[src/rtl/core/tclp_pkg.sv]
// Shared types, constants and lookup functions for the tuning command line parser.
package tclp_pkg;

    localparam int LINE_CAP = 64;
    localparam int LEN_W    = $clog2(LINE_CAP);

    localparam logic [1:0] KIND_GET     = 2'd0;
    localparam logic [1:0] KIND_LINE    = 2'd1;
    localparam logic [1:0] KIND_CRUISE  = 2'd2;
    localparam logic [1:0] KIND_INVALID = 2'd3;

    localparam int OUT_W = 120;

    typedef struct packed {
        logic accept;
        logic div_step;
        logic emit;
    } tclp_cmd_t;

    typedef struct packed {
        logic div_start;
        logic div_last;
        logic is_lf;
    } tclp_stat_t;

    function automatic logic [7:0] get_char(input logic [3:0] idx);
        logic [7:0] c;
        unique case (idx)
            4'd0:    c = "G";
            4'd1:    c = "E";
            4'd2:    c = "T";
            4'd3:    c = ",";
            4'd4:    c = "C";
            4'd5:    c = "O";
            4'd6:    c = "N";
            4'd7:    c = "F";
            4'd8:    c = "I";
            4'd9:    c = "G";
            default: c = 8'h00;
        endcase
        return c;
    endfunction

    function automatic logic [7:0] line_char(input logic [3:0] idx);
        logic [7:0] c;
        unique case (idx)
            4'd0:    c = "I";
            4'd1:    c = "N";
            4'd2:    c = "E";
            4'd3:    c = ",";
            default: c = 8'h00;
        endcase
        return c;
    endfunction

    function automatic logic [7:0] cruise_char(input logic [3:0] idx);
        logic [7:0] c;
        unique case (idx)
            4'd0:    c = "R";
            4'd1:    c = "U";
            4'd2:    c = "I";
            4'd3:    c = "S";
            4'd4:    c = "E";
            4'd5:    c = ",";
            default: c = 8'h00;
        endcase
        return c;
    endfunction

    function automatic logic [16:0] pow10(input logic [2:0] n);
        logic [16:0] p;
        unique case (n)
            3'd1:    p = 17'd10;
            3'd2:    p = 17'd100;
            3'd3:    p = 17'd1000;
            3'd4:    p = 17'd10000;
            3'd5:    p = 17'd100000;
            default: p = 17'd1;
        endcase
        return p;
    endfunction

endpackage

[src/rtl/core/tuning_command_line_parser.sv]
// Top level of the tuning command line parser: byte stream in, one command per line out.
// Timing: a byte that closes a gain field with a fraction is followed by the fraction scaling in
//   state ST_DIV; LF passes through state ST_EMIT before the result transaction is offered.
// Throughput: one byte per cycle, except that intake stops during the fraction scaling;
//   an LF byte also holds intake until the output register is free.
// Reset: rst_n clears the line, the parse state and the output valid; no clearing pass.
module tuning_command_line_parser (
    input  logic         clk,
    input  logic         rst_n,
    input  logic         s_tvalid,
    output logic         s_tready,
    input  logic [7:0]   s_tdata,   // [7:0] rx_byte
    output logic         m_tvalid,
    input  logic         m_tready,
    output logic [119:0] m_tdata    // [1:0] cmd_kind, [33:2] gain_p, [65:34] gain_i,
                                    // [97:66] gain_d, [112:98] cruise_value, rest zero
);
    import tclp_pkg::*;

    tclp_cmd_t  cmd;
    tclp_stat_t stat;

    tclp_ctrl u_ctrl (
        .clk      (clk),
        .rst_n    (rst_n),
        .s_tvalid (s_tvalid),
        .s_tready (s_tready),
        .m_tvalid (m_tvalid),
        .m_tready (m_tready),
        .stat     (stat),
        .cmd      (cmd)
    );

    tclp_dp u_dp (
        .clk      (clk),
        .rst_n    (rst_n),
        .rx_byte  (s_tdata),
        .cmd      (cmd),
        .stat     (stat),
        .out_data (m_tdata)
    );

    a_no_intake_in_div: assert property (@(posedge clk) disable iff (!rst_n)
        cmd.div_step |-> !s_tready)
        else $error("byte intake during fraction scaling");

    a_lf_blocks: assert property (@(posedge clk) disable iff (!rst_n)
        (s_tvalid && s_tready && s_tdata == 8'h0A) |=> !s_tready)
        else $error("intake continued right after line end");

    a_gains_zero: assert property (@(posedge clk) disable iff (!rst_n)
        (m_tvalid && m_tdata[1:0] != KIND_LINE) |-> (m_tdata[97:2] == '0))
        else $error("gains nonzero outside set_line_gains");

endmodule

[src/rtl/core/tclp_ctrl.sv]
// Controller state machine: byte intake, fraction division sequencing, result hand-off.
module tclp_ctrl (
    input  logic                clk,
    input  logic                rst_n,
    input  logic                s_tvalid,
    output logic                s_tready,
    output logic                m_tvalid,
    input  logic                m_tready,
    input  tclp_pkg::tclp_stat_t stat,
    output tclp_pkg::tclp_cmd_t  cmd
);
    import tclp_pkg::*;

    localparam logic [1:0] ST_IDLE = 2'd0;
    localparam logic [1:0] ST_DIV  = 2'd1;
    localparam logic [1:0] ST_EMIT = 2'd2;

    logic [1:0] state_reg, state_next;
    logic       lf_reg, lf_next;
    logic       valid_reg, valid_next;
    logic       out_free;

    assign out_free = !valid_reg || m_tready;
    assign s_tready = (state_reg == ST_IDLE);
    assign m_tvalid = valid_reg;

    always_comb
    begin
        state_next   = state_reg;
        lf_next      = lf_reg;
        valid_next   = valid_reg && !m_tready;
        cmd.accept   = 1'b0;
        cmd.div_step = 1'b0;
        cmd.emit     = 1'b0;
        unique case (state_reg)
            ST_IDLE:
            begin
                if (s_tvalid)
                begin
                    cmd.accept = 1'b1;
                    lf_next    = stat.is_lf;
                    if (stat.div_start)
                        state_next = ST_DIV;
                    else if (stat.is_lf)
                        state_next = ST_EMIT;
                end
            end
            ST_DIV:
            begin
                cmd.div_step = 1'b1;
                if (stat.div_last)
                    state_next = lf_reg ? ST_EMIT : ST_IDLE;
            end
            ST_EMIT:
            begin
                if (out_free)
                begin
                    cmd.emit   = 1'b1;
                    valid_next = 1'b1;
                    state_next = ST_IDLE;
                end
            end
            default:
            begin
                state_next = ST_IDLE;
            end
        endcase
    end

    always_ff @(posedge clk or negedge rst_n)
    begin
        if (!rst_n)
        begin
            state_reg <= ST_IDLE;
            lf_reg    <= 1'b0;
            valid_reg <= 1'b0;
        end
        else
        begin
            state_reg <= state_next;
            lf_reg    <= lf_next;
            valid_reg <= valid_next;
        end
    end

endmodule

[src/rtl/core/tclp_dp.sv]
// Datapath: line bookkeeping, streaming command parse, gain fraction scaling, result register.
module tclp_dp (
    input  logic                          clk,
    input  logic                          rst_n,
    input  logic [7:0]                    rx_byte,
    input  tclp_pkg::tclp_cmd_t           cmd,
    output tclp_pkg::tclp_stat_t          stat,
    output logic [tclp_pkg::OUT_W-1:0]    out_data
);
    import tclp_pkg::*;

    localparam logic [4:0] PH_START = 5'd0;
    localparam logic [4:0] PH_G     = 5'd1;
    localparam logic [4:0] PH_S     = 5'd2;
    localparam logic [4:0] PH_SEL   = 5'd3;
    localparam logic [4:0] PH_L     = 5'd4;
    localparam logic [4:0] PH_C     = 5'd5;
    localparam logic [4:0] PH_GDONE = 5'd6;
    localparam logic [4:0] PH_SIGN  = 5'd7;
    localparam logic [4:0] PH_INT0  = 5'd8;
    localparam logic [4:0] PH_INT   = 5'd9;
    localparam logic [4:0] PH_DOT   = 5'd10;
    localparam logic [4:0] PH_FRAC  = 5'd11;
    localparam logic [4:0] PH_CRU0  = 5'd12;
    localparam logic [4:0] PH_CRU   = 5'd13;
    localparam logic [4:0] PH_OKG   = 5'd14;
    localparam logic [4:0] PH_OKL   = 5'd15;
    localparam logic [4:0] PH_OKC   = 5'd16;
    localparam logic [4:0] PH_FAIL  = 5'd17;

    localparam logic [7:0] CH_CR  = 8'h0D;
    localparam logic [7:0] CH_LF  = 8'h0A;
    localparam logic [7:0] CH_NUL = 8'h00;

    // ceil(2^43 / 3125): x * 65536 / 100000 == (x * FRAC_RECIP) >> 32 for x < 100000
    localparam logic [31:0] FRAC_RECIP = 32'd2814749768;

    logic [LEN_W-1:0] len_reg, len_next;
    logic             ovf_reg, ovf_next;
    logic             ended_reg, ended_next;
    logic [4:0]       phase_reg, phase_next;
    logic [3:0]       idx_reg, idx_next;
    logic [1:0]       gidx_reg, gidx_next;
    logic [1:0]       widx_reg, widx_next;
    logic             neg_reg, neg_next;
    logic [14:0]      int_reg, int_next;
    logic [16:0]      frac_reg, frac_next;
    logic [2:0]       nfrac_reg, nfrac_next;
    logic [15:0]      cru_reg, cru_next;
    logic             cnt_reg, cnt_next;
    logic [31:0]      gain_reg [3];
    logic [31:0]      gain_next [3];
    logic [OUT_W-1:0] out_reg, out_next;

    logic        is_dig, do_char, do_end, fin_now, fin_div;
    logic [3:0]  dig;
    logic [18:0] int_mul;
    logic [19:0] cru_mul;
    logic [16:0] scale;
    logic [33:0] norm;
    logic [48:0] recip;
    logic [31:0] mag;
    logic [1:0]  kind;

    assign out_data = out_reg;

    always_comb
    begin
        is_dig  = (rx_byte >= "0") && (rx_byte <= "9");
        dig     = rx_byte[3:0] - 4'd0;
        int_mul = {4'b0, int_reg} * 19'd10 + {15'b0, dig};
        cru_mul = {4'b0, cru_reg} * 20'd10 + {16'b0, dig};
        scale   = pow10(3'd5 - nfrac_reg);
        norm    = {17'b0, frac_reg} * {17'b0, scale};
        recip   = {32'b0, frac_reg} * {17'b0, FRAC_RECIP};

        len_next   = len_reg;
        ovf_next   = ovf_reg;
        ended_next = ended_reg;
        phase_next = phase_reg;
        idx_next   = idx_reg;
        gidx_next  = gidx_reg;
        widx_next  = widx_reg;
        neg_next   = neg_reg;
        int_next   = int_reg;
        frac_next  = frac_reg;
        nfrac_next = nfrac_reg;
        cru_next   = cru_reg;
        cnt_next   = cnt_reg;
        gain_next  = gain_reg;
        out_next   = out_reg;
        do_char    = 1'b0;
        do_end     = 1'b0;
        fin_now    = 1'b0;
        fin_div    = 1'b0;
        mag        = {1'b0, int_reg, 16'b0};

        stat.is_lf    = (rx_byte == CH_LF);
        stat.div_last = (cnt_reg == 1'b1);
        stat.div_start = 1'b0;

        if (cmd.accept)
        begin
            if (rx_byte == CH_LF)
                do_end = !ended_reg;
            else if (rx_byte != CH_CR)
            begin
                if (len_reg < LEN_W'(LINE_CAP - 1))
                begin
                    len_next = len_reg + LEN_W'(1);
                    if (!ended_reg)
                    begin
                        if (rx_byte == CH_NUL)
                        begin
                            do_end     = 1'b1;
                            ended_next = 1'b1;
                        end
                        else
                            do_char = 1'b1;
                    end
                end
                else
                    ovf_next = 1'b1;
            end
        end

        if (do_char)
        begin
            unique case (phase_reg)
                PH_START:
                begin
                    idx_next = 4'd1;
                    if (rx_byte == "G")
                        phase_next = PH_G;
                    else if (rx_byte == "S")
                        phase_next = PH_S;
                    else
                        phase_next = PH_FAIL;
                end
                PH_G:
                begin
                    idx_next = idx_reg + 4'd1;
                    if (rx_byte != get_char(idx_reg))
                        phase_next = PH_FAIL;
                    else if (idx_reg == 4'd9)
                        phase_next = PH_GDONE;
                end
                PH_S:
                begin
                    idx_next = idx_reg + 4'd1;
                    if (rx_byte != get_char(idx_reg))
                        phase_next = PH_FAIL;
                    else if (idx_reg == 4'd3)
                        phase_next = PH_SEL;
                end
                PH_SEL:
                begin
                    idx_next = 4'd0;
                    if (rx_byte == "L")
                        phase_next = PH_L;
                    else if (rx_byte == "C")
                        phase_next = PH_C;
                    else
                        phase_next = PH_FAIL;
                end
                PH_L:
                begin
                    idx_next = idx_reg + 4'd1;
                    if (rx_byte != line_char(idx_reg))
                        phase_next = PH_FAIL;
                    else if (idx_reg == 4'd3)
                        phase_next = PH_SIGN;
                end
                PH_C:
                begin
                    idx_next = idx_reg + 4'd1;
                    if (rx_byte != cruise_char(idx_reg))
                        phase_next = PH_FAIL;
                    else if (idx_reg == 4'd5)
                        phase_next = PH_CRU0;
                end
                PH_SIGN:
                begin
                    if (rx_byte == "+" || rx_byte == "-")
                    begin
                        neg_next   = (rx_byte == "-");
                        phase_next = PH_INT0;
                    end
                    else if (is_dig)
                    begin
                        int_next   = {11'b0, dig};
                        phase_next = PH_INT;
                    end
                    else
                        phase_next = PH_FAIL;
                end
                PH_INT0:
                begin
                    if (is_dig)
                    begin
                        int_next   = {11'b0, dig};
                        phase_next = PH_INT;
                    end
                    else
                        phase_next = PH_FAIL;
                end
                PH_INT:
                begin
                    if (is_dig)
                        int_next = (int_mul > 19'd32767) ? 15'd32767 : int_mul[14:0];
                    else if (rx_byte == ".")
                        phase_next = PH_DOT;
                    else if (rx_byte == "," && gidx_reg != 2'd2)
                    begin
                        fin_now    = 1'b1;
                        gidx_next  = gidx_reg + 2'd1;
                        phase_next = PH_SIGN;
                    end
                    else
                        phase_next = PH_FAIL;
                end
                PH_DOT:
                begin
                    if (is_dig)
                    begin
                        frac_next  = {13'b0, dig};
                        nfrac_next = 3'd1;
                        phase_next = PH_FRAC;
                    end
                    else
                        phase_next = PH_FAIL;
                end
                PH_FRAC:
                begin
                    if (is_dig)
                    begin
                        if (nfrac_reg < 3'd5)
                        begin
                            frac_next  = 17'(frac_reg * 17'd10 + {13'b0, dig});
                            nfrac_next = nfrac_reg + 3'd1;
                        end
                    end
                    else if (rx_byte == "," && gidx_reg != 2'd2)
                    begin
                        fin_div    = 1'b1;
                        gidx_next  = gidx_reg + 2'd1;
                        phase_next = PH_SIGN;
                    end
                    else
                        phase_next = PH_FAIL;
                end
                PH_CRU0:
                begin
                    if (is_dig)
                    begin
                        cru_next   = {12'b0, dig};
                        phase_next = PH_CRU;
                    end
                    else
                        phase_next = PH_FAIL;
                end
                PH_CRU:
                begin
                    if (is_dig && cru_reg <= 16'd3276)
                        cru_next = cru_mul[15:0];
                    else
                        phase_next = PH_FAIL;
                end
                default:
                begin
                    phase_next = PH_FAIL;
                end
            endcase
        end

        if (do_end)
        begin
            priority if (phase_reg == PH_GDONE)
                phase_next = PH_OKG;
            else if (phase_reg == PH_INT && gidx_reg == 2'd2)
            begin
                fin_now    = 1'b1;
                phase_next = PH_OKL;
            end
            else if (phase_reg == PH_FRAC && gidx_reg == 2'd2)
            begin
                fin_div    = 1'b1;
                phase_next = PH_OKL;
            end
            else if (phase_reg == PH_CRU && cru_reg <= 16'd32767)
                phase_next = PH_OKC;
            else
                phase_next = PH_FAIL;
        end

        if (fin_now)
        begin
            gain_next[gidx_reg] = neg_reg ? (32'd0 - mag) : mag;
            int_next = 15'd0;
            neg_next = 1'b0;
        end

        if (fin_div)
        begin
            stat.div_start = 1'b1;
            widx_next      = gidx_reg;
            cnt_next       = 1'b0;
        end

        // First step widens the fraction to five digits, second step scales it to 16 bits.
        if (cmd.div_step)
        begin
            cnt_next = cnt_reg + 1'b1;
            if (cnt_reg == 1'b0)
                frac_next = norm[16:0];
            else
            begin
                mag = {1'b0, int_reg, recip[47:32]};
                gain_next[widx_reg] = neg_reg ? (32'd0 - mag) : mag;
                int_next   = 15'd0;
                neg_next   = 1'b0;
                frac_next  = 17'd0;
                nfrac_next = 3'd0;
            end
        end

        if (ovf_reg || len_reg == LEN_W'(0))
            kind = KIND_INVALID;
        else if (phase_reg == PH_OKG)
            kind = KIND_GET;
        else if (phase_reg == PH_OKL)
            kind = KIND_LINE;
        else if (phase_reg == PH_OKC)
            kind = KIND_CRUISE;
        else
            kind = KIND_INVALID;

        if (cmd.emit)
        begin
            out_next = '0;
            out_next[1:0] = kind;
            if (kind == KIND_LINE)
            begin
                out_next[33:2]  = gain_reg[0];
                out_next[65:34] = gain_reg[1];
                out_next[97:66] = gain_reg[2];
            end
            if (kind == KIND_CRUISE)
                out_next[112:98] = cru_reg[14:0];
            len_next   = '0;
            ovf_next   = 1'b0;
            ended_next = 1'b0;
            phase_next = PH_START;
            idx_next   = 4'd0;
            gidx_next  = 2'd0;
            neg_next   = 1'b0;
            int_next   = 15'd0;
            frac_next  = 17'd0;
            nfrac_next = 3'd0;
            cru_next   = 16'd0;
            gain_next[0] = 32'd0;
            gain_next[1] = 32'd0;
            gain_next[2] = 32'd0;
        end
    end

    always_ff @(posedge clk or negedge rst_n)
    begin
        if (!rst_n)
        begin
            len_reg   <= '0;
            ovf_reg   <= 1'b0;
            ended_reg <= 1'b0;
            phase_reg <= PH_START;
            idx_reg   <= 4'd0;
            gidx_reg  <= 2'd0;
            widx_reg  <= 2'd0;
            neg_reg   <= 1'b0;
            int_reg   <= 15'd0;
            frac_reg  <= 17'd0;
            nfrac_reg <= 3'd0;
            cru_reg   <= 16'd0;
            cnt_reg   <= 1'b0;
            gain_reg[0] <= 32'd0;
            gain_reg[1] <= 32'd0;
            gain_reg[2] <= 32'd0;
        end
        else
        begin
            len_reg   <= len_next;
            ovf_reg   <= ovf_next;
            ended_reg <= ended_next;
            phase_reg <= phase_next;
            idx_reg   <= idx_next;
            gidx_reg  <= gidx_next;
            widx_reg  <= widx_next;
            neg_reg   <= neg_next;
            int_reg   <= int_next;
            frac_reg  <= frac_next;
            nfrac_reg <= nfrac_next;
            cru_reg   <= cru_next;
            cnt_reg   <= cnt_next;
            gain_reg  <= gain_next;
        end
    end

    always_ff @(posedge clk)
    begin
        out_reg  <= out_next;
    end

endmodule
[config.mk]
export PLATFORM = sky130hd
export DESIGN_NAME = tuning_command_line_parser
export DESIGN_NICKNAME = d
export VERILOG_FILES = /design/src/rtl/core/tclp_pkg.sv /design/src/rtl/core/tuning_command_line_parser.sv /design/src/rtl/core/tclp_ctrl.sv /design/src/rtl/core/tclp_dp.sv
export SDC_FILE = /design/constraint.sdc
export NUM_CORES = 1
export LEC_CHECK = 0
export BUFFER_PORTS_ARGS = -buffer_cell sky130_fd_sc_hd__buf_4
export CORE_ASPECT_RATIO = 0.6
export CORE_MARGIN = 1
export CORE_UTILIZATION = 30
export CTS_BUF_LIST = sky130_fd_sc_hd__clkbuf_8 sky130_fd_sc_hd__clkbuf_16
export DETAILED_ROUTE_END_ITERATION = 10
export GPL_TIMING_DRIVEN = 0
export SETUP_SLACK_MARGIN = 0.15
export SLEW_MARGIN = 20
export SYNTH_ARGS = -nofsm -noshare
export SYNTH_HDL_FRONTEND = slang
export SYNTH_HIERARCHICAL = 1
export SYNTH_SLANG_ARGS = --single-unit
[constraint.sdc]
create_clock -name clk -period 9.65 [get_ports clk]
set_input_delay 1.93 -clock clk [delete_from_list [all_inputs] [get_ports clk]]
set_output_delay 1.93 -clock clk [all_outputs]
set_load 0.005 [all_outputs]
==> metrics.cfg <==
[run_status]
status = finished, final reports clean

[routing]
highest_layer = met4
routed_wirelength_um = 99600
route.vias.total = 25100
drc = 0
ant_nets = 0
wl_met3_um = 12900
dr.first_iter.drc_count = 2831
m1WireLength_um = 49600
wl_per_cell_um = 20.9
route.met2.wl_um = 36400
first_pass_iters = 6
viasPerCell = 5.26

[sta]
finalCritPeriodShare = 0.961
worst_pin_slew_ns = 1.13
setup_viol = 0
report.final.hold_viol_count = 0
fin_skew_ns = 0.0401
period_minus_slack_ns = 9.27
slew_headroom = 0.245
whs_ns = 0.513
max_freq_mhz = 108
finalWorstSetupSlack_ns = 0.377
tns_ns = 0
rsz0062_at_grt = false
drv_slew = 0

[logic_synthesis]
ys_seq_area_frac = 0.260
synth-warning-count = 6
syn_inst = 3261
ys.flop_type = dfrtp_1
synth_cell_types = 99
yosysTopAreaCellShare = 0.165
async_reset_ff_frac = 0.606
yosys_register_bits = 287
yosysMostFrequentCell = inv_1
ys_top_cells_by_count = inv_1 (425), ha_1 (322), nand2_1 (314)
yosysTopAreaCell = fa_1
netlist_area_sq_mm = 0.0298
synth_edf_count = 113
synthTopCellsByArea = fa_1 (17%), dfrtp_1 (15%), ha_1 (14%)
syn_area_per_cell_sq_um = 9.13

[die]
start_util = 0.303
dieWidth_um = 409
core-area_sq_mm = 0.0983
dieArea_sq_mm = 0.101
die_y_um = 246
ios = 134
rows = 89

[global_route]
gr-total-overflow = 0
grt_start_max_net_pins = 91
gr-usage-all-layers = 0.196
grt_pass1_wl_um = 151000
grt_pass1_vias = 24100
antenna_found_initial = 1

[worst_setup_path]
required_ns = 10.13
crit_path_max_incr_delay_ns = 0.61
worstPathArrival_ns = 9.75
critPathCaptureType = flip-flop
critical_path_buf_inv_count = 8
critical_path_class = reg -> reg
slowest_stage = dfrtp_2
cp_max_fo = 10
reg2reg_setup_slack_ns = 0.38
cp-start-kind = flip-flop
critical_path.top_delay_family = adder cells

[layout]
fillers = 10100
syn2layout_area_growth_pct = 12.3
largest_register_ffs = 113
fin_area_sq_mm = 0.0334
drive_gt1_frac = 0.0719
instances_no_fill = 4766
antenna_cells = 0
nets = 4006
utilization = 0.340

[place]
routabilityCongestion = 0.982
dpl.hpwl_um = 80900
dp.cells = 4716
place_ws_ns = 0.0670
port_buffers = 122
placedInstanceArea_sq_mm = 0.0326

[clock_tree]
htreeDepth = 1
clock_sinks = 287
cts_tree = done
cts_buffers = 27
cts_hold_buf = 0
cts-root-buf = clkbuf_16
path_clk_slew_ns = 0.09
clk_path_buf_depth = 3
clock_latency_ns = 0.61
cts_setup_buffers = 0

[pwr]
p_total_mw = 2.74
vdd_drop_max_mv = 0.137
power_density_mw_per_mm2 = 81.9
p_leak_nw = 15.8

[worst_hold_path]
hold_class = reg -> reg

[run]
drv_cap = 0

==> worst register-to-register path, delay by kind of cell, from the launching register on <==
family / cells / cell delay, ns
adders and majority gates: 8 / 3.63
DFF: 1 / 0.61
xor gates and xnor gates: 1 / 0.19
and+or+nand+nor: 5 / 1.96
AOI/OAI and AO/OA: 4 / 1.24
buffers and inverters: 8 / 1.51
==> logic make-up (layout without fill, tap and decap cells) <==
kind of cell	count (synthesis)	in the layout	synth area share
other	1	7	0.000126
muxes	31	31	0.0111
DFF	287	287	0.260
and+or+nand+nor	1012	1012	0.168
adders and majority gates	568	568	0.301
AOI/OAI and AO/OA	627	627	0.139
xor gates and xnor gates	153	153	0.0450
buffers and inverters	582	762	0.0754
==> cell type report <==
cell class                 count  area (sq um)  area share
buffer                       153           638      0.0191
multi-input combinational   2398         19800       0.593
sequential                   287          7750       0.232
clock buffer                  27           676      0.0202
timing repair buffer         130          1120      0.0336
tap                         1319          1650      0.0494
inverter                     429          1610      0.0482
clock inverter                23           139     0.00415
==> power by group <==
| part | switching, mW | total, mW | internal, mW |
|---|---|---|---|
| Combinational | 0.234 | 0.359 | 0.125 |
| Clock | 0.545 | 1.06 | 0.518 |
| Sequential | 0.0324 | 1.32 | 1.28 |
| Total | 0.811 | 2.74 | 1.93 |
==> timing repair <==
item / 4_1_cts / 5_1_grt
pin swaps: 0 / 0
gates resized for setup: 1 / 10
setup endpoints to repair: 6 / 47
hold endpoints to repair: 0 / 0
==> cell usage in the layout, fill, tap and decap left out, types with 17 or more instances in the layout <==
cell / count
a31oi_1: 29
nand3_1: 69
mux2i_1: 23
buf_4: 130
inv_1: 425
clkbuf_1: 125
o21ai_0: 132
dfrtp_1: 168
a22oi_1: 28
a21o_1: 27
xor2_1: 43
clkbuf_16: 27
nand4_1: 17
nand4b_1: 17
and2_1: 148
a221oi_1: 22
edfxtp_1: 113
nor2b_1: 22
a211oi_1: 26
nor3_1: 80
o21a_1: 21
nor2_1: 202
nand2b_1: 33
o31ai_1: 18
ha_1: 322
nand2_1: 314
fa_1: 246
a21oi_1: 160
xnor2_1: 109
nor4_1: 24
o211ai_1: 24
==> layer usage <==
| layer | up-vias | GRT usage |
|---|---|---|
| met5 | - | 0 |
| met4 | 0 | 0.0158 |
| met3 | 60 | 0.0668 |
| met2 | 1292 | 0.249 |
| met1 | 12300 | 0.316 |
| li1 | 11400 | - |
==> final timing paths <==
kind,startpoint,to,cells past startpoint
worst max-delay path,u_dp/frac_reg[6],u_dp/gain_reg[90],26
worst min-delay path,u_dp/gain_reg[41],u_dp/gain_reg[41],2
worst max register to register,u_dp/frac_reg[6],u_dp/gain_reg[90],26
worst min register to register,u_dp/gain_reg[41],u_dp/gain_reg[41],2
max in group asynchronous,rst_n,u_dp/gain_reg[76],3
min in group asynchronous,rst_n,u_dp/len_reg[1],2
(Power assumes the default switching activity.)
